[src/hdl/fsc_pkg.sv]
// Shared types and constants for the FASTA syntax checker.
package fsc_pkg;

  localparam int COUNT_BITS_DEF = 16;
  localparam int LINE_BITS_DEF  = 32;
  localparam int OUT_DEPTH      = 4;

  localparam logic [7:0] CHAR_NL    = 8'h0A;
  localparam logic [7:0] CHAR_TAB   = 8'h09;
  localparam logic [7:0] CHAR_SPACE = 8'h20;
  localparam logic [7:0] CHAR_GT    = 8'h3E;
  localparam logic [7:0] CHAR_SEMI  = 8'h3B;
  localparam logic [7:0] CHAR_DASH  = 8'h2D;

  typedef enum logic [1:0] {
    PH_HEADER,
    PH_COMMENT,
    PH_SEQUENCE,
    PH_DONE
  } phase_t;

  typedef enum logic [1:0] {
    HP_NONE,
    HP_TITLE,
    HP_GAP,
    HP_DESC
  } hpart_t;

  typedef enum logic [2:0] {
    KIND_HEADER,
    KIND_COMMENT,
    KIND_SEQUENCE,
    KIND_ERROR,
    KIND_SUMMARY
  } kind_t;

  typedef enum logic [2:0] {
    ERR_NONE,
    ERR_DATA_MISSING,
    ERR_BAD_CHARS,
    ERR_EXPECTED_HEADER,
    ERR_NO_TITLE,
    ERR_NO_SEQUENCES
  } err_t;

  typedef enum logic [2:0] {
    OUT_NONE,
    OUT_HEADER,
    OUT_COMMENT,
    OUT_SEQUENCE,
    OUT_FAIL
  } outcome_t;

  typedef struct packed {
    logic [7:0] text_byte;
    logic       end_of_stream;
  } src_t;

  typedef struct packed {
    logic [2:0]  line_kind;
    logic [31:0] line_number;
    logic [15:0] residue_count;
    logic [15:0] gap_count;
    logic [15:0] title_length;
    logic        has_description;
    logic [2:0]  error_code;
    logic [15:0] record_count;
    logic        is_last;
  } result_t;

  typedef struct packed {
    logic [1:0] count;
    result_t    first;
    result_t    second;
  } push_t;

endpackage

[src/hdl/fsc_core.sv]
// Line parser: phase machine, per-line counters and result formation.
module fsc_core
  import fsc_pkg::*;
#(
  parameter int COUNT_BITS = COUNT_BITS_DEF,
  parameter int LINE_BITS  = LINE_BITS_DEF
) (
  input  logic  clk,
  input  logic  rst,
  input  logic  fire,
  input  src_t  item,
  output push_t push
);

  localparam logic [COUNT_BITS-1:0] COUNT_MAX = '1;
  localparam logic [LINE_BITS-1:0]  LINE_MAX  = '1;

  phase_t                phase, phase_next;
  logic [LINE_BITS-1:0]  line_counter, line_counter_next;
  logic                  line_has_content, line_has_content_next;
  logic [7:0]            first_char, first_char_next;
  logic [1:0]            pending_space, pending_space_next;
  logic                  line_bad, line_bad_next;
  logic [COUNT_BITS-1:0] letters_on_line, letters_on_line_next;
  logic [COUNT_BITS-1:0] dashes_on_line, dashes_on_line_next;
  logic [COUNT_BITS-1:0] title_chars, title_chars_next;
  hpart_t                header_part, header_part_next;
  logic                  record_has_data, record_has_data_next;
  logic [COUNT_BITS-1:0] records_seen, records_seen_next;
  logic [2:0]            stored_error, stored_error_next;
  logic                  line_open, line_open_next;

  logic [7:0]            c;
  logic                  eos;
  logic                  live;
  logic                  newline;
  logic [LINE_BITS-1:0]  line_num;
  logic                  ending;
  outcome_t              outcome;
  logic [2:0]            fail_code;
  logic [COUNT_BITS-1:0] records_inc;
  logic [COUNT_BITS-1:0] records_post;
  logic                  rhd_post;
  logic [2:0]            err_post;
  logic                  has_line;
  result_t               line_res;
  result_t               sum_res;

  function automatic logic is_ws(input logic [7:0] ch);
    return (ch == CHAR_SPACE) || (ch >= 8'd9 && ch <= 8'd13);
  endfunction

  function automatic logic is_residue(input logic [7:0] ch);
    logic [7:0] low;
    logic       letter;
    low    = ch | 8'h20;
    letter = (ch >= 8'h41 && ch <= 8'h5A) || (ch >= 8'h61 && ch <= 8'h7A);
    return letter && (low != 8'h6A) && (low != 8'h6F);
  endfunction

  function automatic logic [COUNT_BITS-1:0] sat_inc(input logic [COUNT_BITS-1:0] v);
    return (v == COUNT_MAX) ? v : v + 1'b1;
  endfunction

  assign c       = item.text_byte;
  assign eos     = item.end_of_stream;
  assign live    = fire && !eos && (phase != PH_DONE);
  assign newline = (c == CHAR_NL);
  assign ending  = fire && (eos ? line_open : (live && newline));

  always_comb begin
    line_num = line_counter;
    if (live && !line_open && line_counter != LINE_MAX) begin
      line_num = line_counter + 1'b1;
    end
  end

  always_comb begin
    outcome   = OUT_NONE;
    fail_code = ERR_NONE;
    if (!line_has_content) begin
      outcome = OUT_NONE;
    end else if (first_char == CHAR_GT) begin
      if (phase != PH_HEADER && !record_has_data) begin
        outcome   = OUT_FAIL;
        fail_code = ERR_DATA_MISSING;
      end else if (header_part == HP_NONE) begin
        outcome   = OUT_FAIL;
        fail_code = ERR_NO_TITLE;
      end else begin
        outcome = OUT_HEADER;
      end
    end else if (phase == PH_HEADER) begin
      outcome   = OUT_FAIL;
      fail_code = ERR_EXPECTED_HEADER;
    end else if (phase == PH_COMMENT && first_char == CHAR_SEMI) begin
      outcome = OUT_COMMENT;
    end else if (line_bad) begin
      outcome   = OUT_FAIL;
      fail_code = ERR_BAD_CHARS;
    end else begin
      outcome = OUT_SEQUENCE;
    end
  end

  assign records_inc  = sat_inc(records_seen);
  assign records_post = (ending && outcome == OUT_HEADER) ? records_inc : records_seen;
  assign err_post     = (ending && outcome == OUT_FAIL) ? fail_code : stored_error;
  assign has_line     = ending && (outcome != OUT_NONE);

  always_comb begin
    rhd_post = record_has_data;
    if (ending && outcome == OUT_HEADER) begin
      rhd_post = 1'b0;
    end else if (ending && outcome == OUT_SEQUENCE) begin
      rhd_post = 1'b1;
    end
  end

  // next state
  always_comb begin
    logic                  ws;
    logic                  seq_char;
    logic [COUNT_BITS:0]   wide;
    logic [COUNT_BITS-1:0] t1;
    phase_next            = phase;
    line_counter_next     = line_counter;
    line_has_content_next = line_has_content;
    first_char_next       = first_char;
    pending_space_next    = pending_space;
    line_bad_next         = line_bad;
    letters_on_line_next  = letters_on_line;
    dashes_on_line_next   = dashes_on_line;
    title_chars_next      = title_chars;
    header_part_next      = header_part;
    record_has_data_next  = record_has_data;
    records_seen_next     = records_seen;
    stored_error_next     = stored_error;
    line_open_next        = line_open;
    ws       = is_ws(c);
    seq_char = 1'b0;
    wide     = {1'b0, title_chars} + {1'b0, letters_on_line};
    t1       = wide[COUNT_BITS] ? COUNT_MAX : wide[COUNT_BITS-1:0];
    if (fire && eos) begin
      phase_next            = PH_HEADER;
      line_counter_next     = '0;
      line_has_content_next = 1'b0;
      first_char_next       = '0;
      pending_space_next    = '0;
      line_bad_next         = 1'b0;
      letters_on_line_next  = '0;
      dashes_on_line_next   = '0;
      title_chars_next      = '0;
      header_part_next      = HP_NONE;
      record_has_data_next  = 1'b0;
      records_seen_next     = '0;
      stored_error_next     = ERR_NONE;
      line_open_next        = 1'b0;
    end else if (live) begin
      line_counter_next = line_num;
      line_open_next    = !newline;
      if (newline) begin
        line_has_content_next = 1'b0;
        first_char_next       = '0;
        pending_space_next    = '0;
        line_bad_next         = 1'b0;
        letters_on_line_next  = '0;
        dashes_on_line_next   = '0;
        title_chars_next      = '0;
        header_part_next      = HP_NONE;
        records_seen_next     = records_post;
        record_has_data_next  = rhd_post;
        stored_error_next     = err_post;
        case (outcome)
          OUT_HEADER:   phase_next = PH_COMMENT;
          OUT_SEQUENCE: phase_next = PH_SEQUENCE;
          OUT_FAIL:     phase_next = PH_DONE;
          default:      phase_next = phase;
        endcase
      end else begin
        if (!line_has_content) begin
          if (!ws) begin
            line_has_content_next = 1'b1;
            first_char_next       = c;
            seq_char              = (c != CHAR_GT);
          end
        end else if (first_char == CHAR_GT) begin
          unique case (header_part)
            HP_NONE: begin
              if (!ws) begin
                header_part_next = HP_TITLE;
                title_chars_next = {{(COUNT_BITS-1){1'b0}}, 1'b1};
              end
            end
            HP_TITLE: begin
              if (c == CHAR_SPACE || c == CHAR_TAB) begin
                header_part_next = HP_GAP;
              end else if (ws) begin
                letters_on_line_next = sat_inc(letters_on_line);
              end else begin
                title_chars_next     = sat_inc(t1);
                letters_on_line_next = '0;
              end
            end
            HP_GAP: begin
              if (!ws) begin
                header_part_next = HP_DESC;
              end
            end
            HP_DESC: begin
              header_part_next = HP_DESC;
            end
          endcase
        end else if (ws) begin
          pending_space_next = pending_space | ((c == CHAR_SPACE) ? 2'b01 : 2'b10);
        end else begin
          seq_char = 1'b1;
        end
        if (seq_char) begin
          if (pending_space[1]) begin
            line_bad_next = 1'b1;
          end
          pending_space_next = '0;
          if (is_residue(c)) begin
            letters_on_line_next = sat_inc(letters_on_line);
          end else if (c == CHAR_DASH) begin
            dashes_on_line_next = sat_inc(dashes_on_line);
          end else begin
            line_bad_next = 1'b1;
          end
        end
      end
    end
  end

  // outputs
  always_comb begin
    line_res              = '0;
    line_res.line_number  = 32'(line_num);
    line_res.record_count = 16'(records_post);
    line_res.is_last      = !eos;
    case (outcome)
      OUT_HEADER: begin
        line_res.line_kind       = KIND_HEADER;
        line_res.title_length    = 16'(title_chars);
        line_res.has_description = (header_part == HP_DESC);
      end
      OUT_COMMENT: begin
        line_res.line_kind = KIND_COMMENT;
      end
      OUT_SEQUENCE: begin
        line_res.line_kind     = KIND_SEQUENCE;
        line_res.residue_count = 16'(letters_on_line);
        line_res.gap_count     = 16'(dashes_on_line);
      end
      default: begin
        line_res.line_kind  = KIND_ERROR;
        line_res.error_code = fail_code;
      end
    endcase

    sum_res              = '0;
    sum_res.line_number  = 32'(line_num);
    sum_res.record_count = 16'(records_post);
    sum_res.is_last      = 1'b1;
    if (err_post != ERR_NONE) begin
      sum_res.line_kind  = KIND_SUMMARY;
      sum_res.error_code = err_post;
    end else if (records_post == '0) begin
      sum_res.line_kind  = KIND_ERROR;
      sum_res.error_code = ERR_NO_SEQUENCES;
    end else if (!rhd_post) begin
      sum_res.line_kind  = KIND_ERROR;
      sum_res.error_code = ERR_DATA_MISSING;
    end else begin
      sum_res.line_kind  = KIND_SUMMARY;
      sum_res.error_code = ERR_NONE;
    end

    push.second = sum_res;
    if (fire && eos) begin
      push.count = has_line ? 2'd2 : 2'd1;
      push.first = has_line ? line_res : sum_res;
    end else begin
      push.count = has_line ? 2'd1 : 2'd0;
      push.first = line_res;
    end
  end

  always_ff @(posedge clk) begin
    if (rst) begin
      phase            <= PH_HEADER;
      line_counter     <= '0;
      line_has_content <= 1'b0;
      first_char       <= '0;
      pending_space    <= '0;
      line_bad         <= 1'b0;
      letters_on_line  <= '0;
      dashes_on_line   <= '0;
      title_chars      <= '0;
      header_part      <= HP_NONE;
      record_has_data  <= 1'b0;
      records_seen     <= '0;
      stored_error     <= ERR_NONE;
      line_open        <= 1'b0;
    end else begin
      phase            <= phase_next;
      line_counter     <= line_counter_next;
      line_has_content <= line_has_content_next;
      first_char       <= first_char_next;
      pending_space    <= pending_space_next;
      line_bad         <= line_bad_next;
      letters_on_line  <= letters_on_line_next;
      dashes_on_line   <= dashes_on_line_next;
      title_chars      <= title_chars_next;
      header_part      <= header_part_next;
      record_has_data  <= record_has_data_next;
      records_seen     <= records_seen_next;
      stored_error     <= stored_error_next;
      line_open        <= line_open_next;
    end
  end

endmodule

[src/hdl/fsc_out_fifo.sv]
// Result queue: takes up to two results a cycle, hands out one.
module fsc_out_fifo
  import fsc_pkg::*;
(
  input  logic    clk,
  input  logic    rst,
  input  push_t   push,
  output logic    room,
  output logic    res_valid,
  input  logic    res_ready,
  output result_t res_data
);

  localparam int PTR_BITS = $clog2(OUT_DEPTH);

  result_t             mem [OUT_DEPTH];
  logic [PTR_BITS-1:0] head, head_next;
  logic [PTR_BITS-1:0] tail, tail_next;
  logic [PTR_BITS-1:0] tail_plus;
  logic [PTR_BITS:0]   count, count_next;
  logic                pop;

  assign pop       = res_valid && res_ready;
  assign res_valid = (count != '0);
  assign res_data  = mem[head];
  assign room      = (count <= (PTR_BITS+1)'(OUT_DEPTH - 2));
  assign tail_plus = tail + 1'b1;

  always_comb begin
    head_next  = pop ? head + 1'b1 : head;
    tail_next  = tail + PTR_BITS'(push.count);
    count_next = count + (PTR_BITS+1)'(push.count) - (PTR_BITS+1)'(pop);
  end

  always_ff @(posedge clk) begin
    if (push.count != 2'd0) begin
      mem[tail] <= push.first;
    end
    if (push.count == 2'd2) begin
      mem[tail_plus] <= push.second;
    end
  end

  always_ff @(posedge clk) begin
    if (rst) begin
      head  <= '0;
      tail  <= '0;
      count <= '0;
    end else begin
      head  <= head_next;
      tail  <= tail_next;
      count <= count_next;
    end
  end

endmodule

[src/hdl/fasta_syntax_checker_top.sv]
// Top level of the FASTA syntax checker: request register, parser and result queue.
//
// Usage:
//   Requests enter on src_valid/src_ready/src_data, one text byte or an
//   end-of-stream mark each. Results leave on res_valid/res_ready/res_data.
//   A byte ending a nonblank line (newline) gives one result; other bytes give
//   none. An end-of-stream request gives a summary, preceded by the verdict on
//   an unterminated last line if any; is_last marks each request's last result.
// Timing:
//   One request per cycle while the queue has room. A request waits in the input
//   register until the parser takes it; all of its results are then written into
//   the queue together, in the cycle it is parsed. The four-entry result queue
//   sets the limit: the parser takes a request only when two entries are free,
//   so a stalled receiver backs the queue up and then drops src_ready once
//   more than two results wait and a request is held in the input register.
// Reset:
//   rst (synchronous) empties the queue and the input register and returns the
//   parser to expect-header with all counters at zero. After an end-of-stream
//   request the parser returns to the same state on its own.
module fasta_syntax_checker_top
  import fsc_pkg::*;
#(
  parameter int COUNT_BITS = COUNT_BITS_DEF,
  parameter int LINE_BITS  = LINE_BITS_DEF
) (
  input  logic    clk,
  input  logic    rst,
  input  logic    src_valid,
  output logic    src_ready,
  input  src_t    src_data,
  output logic    res_valid,
  input  logic    res_ready,
  output result_t res_data
);

  logic  stage_valid;
  src_t  stage_data;
  logic  fire;
  logic  room;
  push_t push;

  assign fire      = stage_valid && room;
  assign src_ready = !stage_valid || fire;

  always_ff @(posedge clk) begin
    if (rst) begin
      stage_valid <= 1'b0;
    end else if (src_ready) begin
      stage_valid <= src_valid;
    end
  end

  always_ff @(posedge clk) begin
    if (src_valid && src_ready) begin
      stage_data <= src_data;
    end
  end

  fsc_core #(
    .COUNT_BITS(COUNT_BITS),
    .LINE_BITS (LINE_BITS)
  ) u_core (
    .clk (clk),
    .rst (rst),
    .fire(fire),
    .item(stage_data),
    .push(push)
  );

  fsc_out_fifo u_out_fifo (
    .clk      (clk),
    .rst      (rst),
    .push     (push),
    .room     (room),
    .res_valid(res_valid),
    .res_ready(res_ready),
    .res_data (res_data)
  );

`ifndef SYNTH
  a_push_needs_fire: assert property (@(posedge clk) disable iff (rst)
    (push.count != 2'd0) |-> fire)
    else $error("results pushed without a parsed request");

  a_byte_single: assert property (@(posedge clk) disable iff (rst)
    (fire && !stage_data.end_of_stream) |-> (push.count != 2'd2))
    else $error("text byte produced two results");

  a_eos_last: assert property (@(posedge clk) disable iff (rst)
    (fire && stage_data.end_of_stream) |->
      ((push.count == 2'd1 && push.first.is_last) ||
       (push.count == 2'd2 && push.second.is_last && !push.first.is_last)))
    else $error("end of stream without a final result");

  a_reset_empty: assert property (@(posedge clk)
    rst |=> !res_valid)
    else $error("result valid right after reset");
`endif

endmodule

[config.mk]
export PLATFORM = sky130hd
export DESIGN_NAME = fasta_syntax_checker_top
export DESIGN_NICKNAME = d
export VERILOG_FILES = /design/src/hdl/fsc_pkg.sv /design/src/hdl/fsc_core.sv /design/src/hdl/fsc_out_fifo.sv /design/src/hdl/fasta_syntax_checker_top.sv
export SDC_FILE = /design/constraint.sdc
export NUM_CORES = 1
export LEC_CHECK = 0
export BUFFER_PORTS_ARGS = -buffer_cell sky130_fd_sc_hd__buf_2
export CAP_MARGIN = 10
export CORE_MARGIN = 2
export CORE_UTILIZATION = 25
export DETAILED_ROUTE_END_ITERATION = 12
export GPL_TIMING_DRIVEN = 0
export PLACE_DENSITY = 0.51
export SYNTH_ARGS = -nofsm -noshare
export SYNTH_HDL_FRONTEND = slang
export SYNTH_SLANG_ARGS = --single-unit
export TNS_END_PERCENT = 10
[constraint.sdc]
create_clock -name clk -period 5.5 [get_ports clk]
set_input_delay 1.1 -clock clk [delete_from_list [all_inputs] [get_ports clk]]
set_output_delay 1.1 -clock clk [all_outputs]
set_load 0.01 [all_outputs]
# == Word level (Yosys, flattened, before mapping) ==
# Memory sizes are Yosys's and may differ from the RTL's. A register that Yosys moved wholly into a read port is not among the register bits.
# Cells that the tools add are included.
# word_totals
regBits,134
ramBits,416
in_bits,13
output_inout_bits,106
wordCells,225
n_memories,1
# op_classes
addsub,11
magnitude_cmp,7
eq_ne,34
mux,95
bitwise_logic,1
n_reduce_logical,56
# mem_list
memory,depth,word_bits,rd,rd_clocked_by_memory_dff,write_ports,line,text
u_out_fifo.mem,4,104,1,1,2,fsc_out_fifo.sv:16,result_t mem [OUT_DEPTH];
# ops
op,count
$mux W16,24
$mux W106,1
$mux W104,1
$add A16 B1 Y16 const B,4
$eq A16 B16 Y1 const B,4
$mux W32,2
$mux W3,20
$add A32 B1 Y32 const B,1
$eq A8 B6 Y1 const B,4
$mux W2,16
$ne A32 B32 Y1 const B,1
$pmux W16 S2,1
$mux W8,3
$mux W1,23
$logic_and A1 B1 Y1,21
$reduce_bool A3 Y1,7
$add A16 B16 Y17,1
$mux W17,1
$eq A8 B4 Y1 const B,2
$ge A8 B7 Y1 const B,2
$le A8 B7 Y1 const B,2
$logic_not A16 Y1,1
$ne A3 B2 Y1 const B,5
$ne A7 B6 Y1 const B,2
other kinds (31),55

# == Depth between registers and ports, before layout ==
# depth
word_depth,18
ltp_mapped,15
depth_no_buf,14

# == Modules after synthesis ==
# Synthesis repeated with hierarchy kept, for this count alone.
# hier_totals
hier_cells,2237
area_unflattened_um2,29579.6
# by_module_without_submodules
mod,instances,cells_per_inst,area_each_um2,seq_area_each_um2
fsc_out_fifo,1,1062,20520.9,12672.2
fsc_core,1,1160,8725.9,2322.2
fasta_syntax_checker_top,1,15,332.8,290.3

# == Worst setup path before layout ==
# No wires, ideal clock.
# synth_path
path_kind,register to register
from,register u_core.letters_on_line[0]
to,register u_core.title_chars[9]
setup_time_ns,0.117
arrival_time_ns,4.078
required_time_ns,5.383
path_slack_ns,1.304
path_stages_with_launch,16
n_path_buf,1
period_less_slack_ns,4.196
path_cell_list,dfxtp_1 -> ha_1 -> fa_1 -> a211oi_1 -> nor3_1 -> o21a_1 -> a211o_1 -> a21oi_1 -> nand2_1 -> ha_1 -> clkbuf_1 -> and2_1 -> a31oi_4 -> nor3_4 -> or4_1 -> a32o_1
# synth_between
elab_chain_len,10
word_cells_on_any_way,11
cone_classes,add/sub (2); eq/ne (1); mux (8)
# synth_lines
item,line,text
"start, declared",fsc_core.sv:24,"logic [COUNT_BITS-1:0] letters_on_line, letters_on_line_next;"
"start signal, assigned",fsc_core.sv:313,letters_on_line <= letters_on_line_next;
$add A16 B16 Y17 *,fsc_core.sv:142,"wide = {1'b0, title_chars} + {1'b0, letters_on_line};"
$mux W16 *,fsc_core.sv:143,t1 = wide[COUNT_BITS] ? COUNT_MAX : wide[COUNT_BITS-1:0];
$add A16 B1 Y16 / $eq A16 B16 Y1 (equally long branches),fsc_core.sv:62,return (v == COUNT_MAX) ? v : v + 1'b1;
$mux W16 *,fsc_core.sv:62,
$mux W16 *,fsc_core.sv:198,end else if (ws) begin
$mux W16 *,fsc_core.sv:196,if (c == CHAR_SPACE || c == CHAR_TAB) begin
$pmux W16 S2 *,fsc_core.sv:188,unique case (header_part)
$mux W16 *,fsc_core.sv:187,end else if (first_char == CHAR_GT) begin
$mux W16 *,fsc_core.sv:181,if (!line_has_content) begin
$mux W16 *,fsc_core.sv:162,if (newline) begin
"end signal, assigned",fsc_core.sv:315,title_chars <= title_chars_next;
"end, declared",fsc_core.sv:26,"logic [COUNT_BITS-1:0] title_chars, title_chars_next;"
# Mark *: on every way between the ends. The rest lies on a longest branch, timed or not. The select of a mux whose other input is x is not followed.
# A chain may end at the register's enable or synchronous reset.

==> results.md <==
- Setup WS pre-CTS: about 0.55 ns
- Setup TNS Final: 0 ns
- Synth cell types: 88
- Reg2reg path depth: 15
- First-pass GRT wire length: 116 mm
- Initial DRC count: ~1800
- Synth warnings: 0
- Endpoint class of the critical path: primary output
- # IOs: 119
- Skew-Pair Late Insertion Delay: 0.64 ns
- Antenna viol nets, final: 0
- Synthesized Nets: 2239
- Worst-path fanout max: 10
- Number of global-route vias before repair: 18139
- Gr usage total: 14.8%
- Syn Inst Count: roughly 2200
- Most numerous cell in the Yosys netlist: nor2_1
- Critical path type: reg -> out
- Pleak: 0.00972 uW
- CTS max path bufs: 3
- Share of cells above drive strength 1: 16.0%
- Asr flop ratio synth: 0%
- DP Wirelength: around 54 mm
- Final worst-path cycle share: 97.2%
- Synth Area per Inst: 11.4 sq um
- Drc violations: 0
- GRT overflow: 0
- Gp weighted congestion: 0.843
- Setup ws final: 0.152 ns
- Worst setup endpoint: res_data[18]
- Initial antenna violation count: 3
- Crit Reg-Reg Endpoint: u_core.title_chars[9]
- Filler cell count: 10142
- Final Max Slew Viols: 0
- Worst-Margin Slew: 1.17 ns
- Starting Density: 25.3%
- TritonCTS clock tree: done
- Ys flop type: dfxtp_1
- FF-to-FF Start: u_core.letters_on_line[0]
- Outcome: complete, no violations
- I/O Buffers: 118
- Largest cells by area after synthesis: edfxtp_1 (27%), dfxtp_1 (26%), mux4_2 (9.4%)
- Post-Syn Area: between 0.02 and 0.025 sq mm
- DRT Pass-1 Iters: 6
- Tot Pwr: 9790 uW
- Nature of the critical path startpoint: flip-flop
- Synthesis-to-finish area growth: 17.2%
- Die ar.: 0.102 sq mm
- VDD IR max: 0.283 mV
- RSZ-0062 raised after global routing: true
- Layout net count: 2422
- Area of the core: 0.0986 sq mm
- Chip Height: 320 microns
- Die Span X: around 320 microns
- Hold WS: 0.451 ns
- Synth cell count leaders: nor2_1 (354), dfxtp_1 (326), edfxtp_1 (225)
- CP required: 4.40 ns
- #FFs+latches synth: 551
- H-tree Lvls: 2
- Synth top area share: 27.1%
- Vias per cell: 4.97
- Clock transition at path regs: roughly 0.060 ns
- Antenna fix cells: 0
- Max-slew headroom: ~22%
- Hold violation count in the final report: 0
- Yosys top cell by area: edfxtp_1
- Sink Count: 551
- Setup violators final: 0
- Cts bufs inserted: 57
- Setup slack, reg-to-reg: a little over 0.5 ns
- Arrival time worst endpoint: 4.25 ns
- Worst Hold Class: reg -> reg
- WL/cell: 20.7 microns
- Minimum period implied by the final worst setup slack: approximately 5.3 ns
- Power per Cell Area: 335 mW/mm^2
- Hold_buf cts: 0
- Skew final: 0.0240 ns
- Max Freq: 0.187 GHz
- Drt total wl: 76.8 mm
- Root Driver: clkbuf_16
- Number of synthesized flops with an enable pin: ~230
- Largest net degree at the start of global routing: 56
- Vias post-DR: 18466
- Row cnt: 115
- Max-cap violation count: 0
- Sequential-to-total area share from yosys stat: approximately 53%
==> critical path, cell delays in order, from the launching register on <==
cell and delay, ns:
dfxtp_1 0.31, clkbuf_1 0.26, clkdlybuf4s15_1 0.78, clkbuf_1 0.78
clkbuf_1 0.80, mux4_2 0.50, buf_2 0.18
==> cell usage in the layout, fill, tap and decap left out, types with 21 or more instances in the layout <==
cell type / instances
a21oi_1: 65
a22o_1: 123
a32o_1: 66
and3_1: 26
buf_2: 129
clkbuf_1: 149
clkbuf_16: 63
dfxtp_1: 326
edfxtp_1: 225
ha_1: 27
inv_1: 29
mux4_2: 104
nand2_1: 113
nand3_1: 40
nand4_1: 28
nor2_1: 354
nor3_1: 51
o21ai_0: 61
or3_1: 21
xnor2_1: 38
xor2_1: 41
==> worst min-delay path by stage <==
stage / startpoint / endpoint / cells past startpoint / slack, ns
after floorplan: u_out_fifo.mem[1][20] / u_out_fifo.mem[1][20] / 2 / 0.42
after global placement: u_out_fifo.mem[0][20] / u_out_fifo.mem[0][20] / 2 / 0.43
after detailed placement: u_out_fifo.mem[2][38] / u_out_fifo.mem[2][38] / 2 / 0.44
after CTS: u_out_fifo.mem[2][38] / u_out_fifo.mem[2][38] / 2 / 0.46
after global routing: u_out_fifo.mem[3][24] / u_out_fifo.mem[3][24] / 1 / 0.47
final: u_out_fifo.mem[3][38] / u_out_fifo.mem[3][38] / 2 / 0.45
==> sequential cells by signal, indices dropped and copies added (netlist names), 2 cells and up, named ones only <==
register                count
u_core.first_char           8
u_core.title_chars         16
u_core.line_counter        32
u_core.letters_on_line     16
u_out_fifo.count            3
u_out_fifo.tail             2
u_core.header_part          2
stage_data                  9
u_core.stored_error         3
u_core.dashes_on_line      16
u_core.phase                2
u_core.records_seen        16
u_out_fifo.mem            416
u_out_fifo.head             2
==> through the flow <==
stage          utilization, %  cell area, sq um  std cells
2_1_floorplan               -             24900       2197
3_3_place_gp             27.5             27100       3602
3_5_place_dp             27.6             27200       3607
4_1_cts                  29.6             29200       3713
5_1_grt                  29.7             29200       3714
6_report                 29.7             29200       3714
==> layout make-up <==
class,count,area [sq um],area share [%]
inverters,33,134,0.458
multi-input cells,1450,10900,37.3
well taps,1287,1610,5.51
clock inverters,17,195,0.668
flip-flops and latches,551,13300,45.4
plain buffers,163,647,2.21
repair buffers,124,687,2.35
clock buffers,89,1780,6.07
==> repair_timing <==
item	4_1_cts	5_1_grt
setup endpoints to repair	0	5
gates resized for setup	0	1
setup buffers	0	0
==> metal layers <==
layer / up-vias / track usage [%] / part of all wire (%)
met2: 536 / 24.2 / 47
met1: 9156 / 20.1 / 45
met3: 99 / 2.45 / 5.9
met5: - / 0 / 0
li1: 8675 / - / -
met4: 0 / 3.86 / 2.0
==> power by group <==
group,switching [uW],total [uW],leakage [uW],internal (uW)
Clock,1690,4060,0.000978,2370
Combinational,844,1380,0.00416,539
Sequential,38.1,4340,0.00459,4310
Total,2580,9790,0.00972,7210
==> cells by family (layout without fill, tap and decap cells) <==
kind of cell    count (synthesis)  in the layout  share of synthesized area, %
flops                         551            551                          53.3
simple gates                  758            758                          14.8
compound gates                457            457                          14.3
mux                           127            127                          10.3
xor+xnor                       79             79                          2.77
fa+ha+maj                      29             29                          1.52
buf+inv                       196            426                          3.07
No activity file was read; power rests on OpenSTA's default activity.
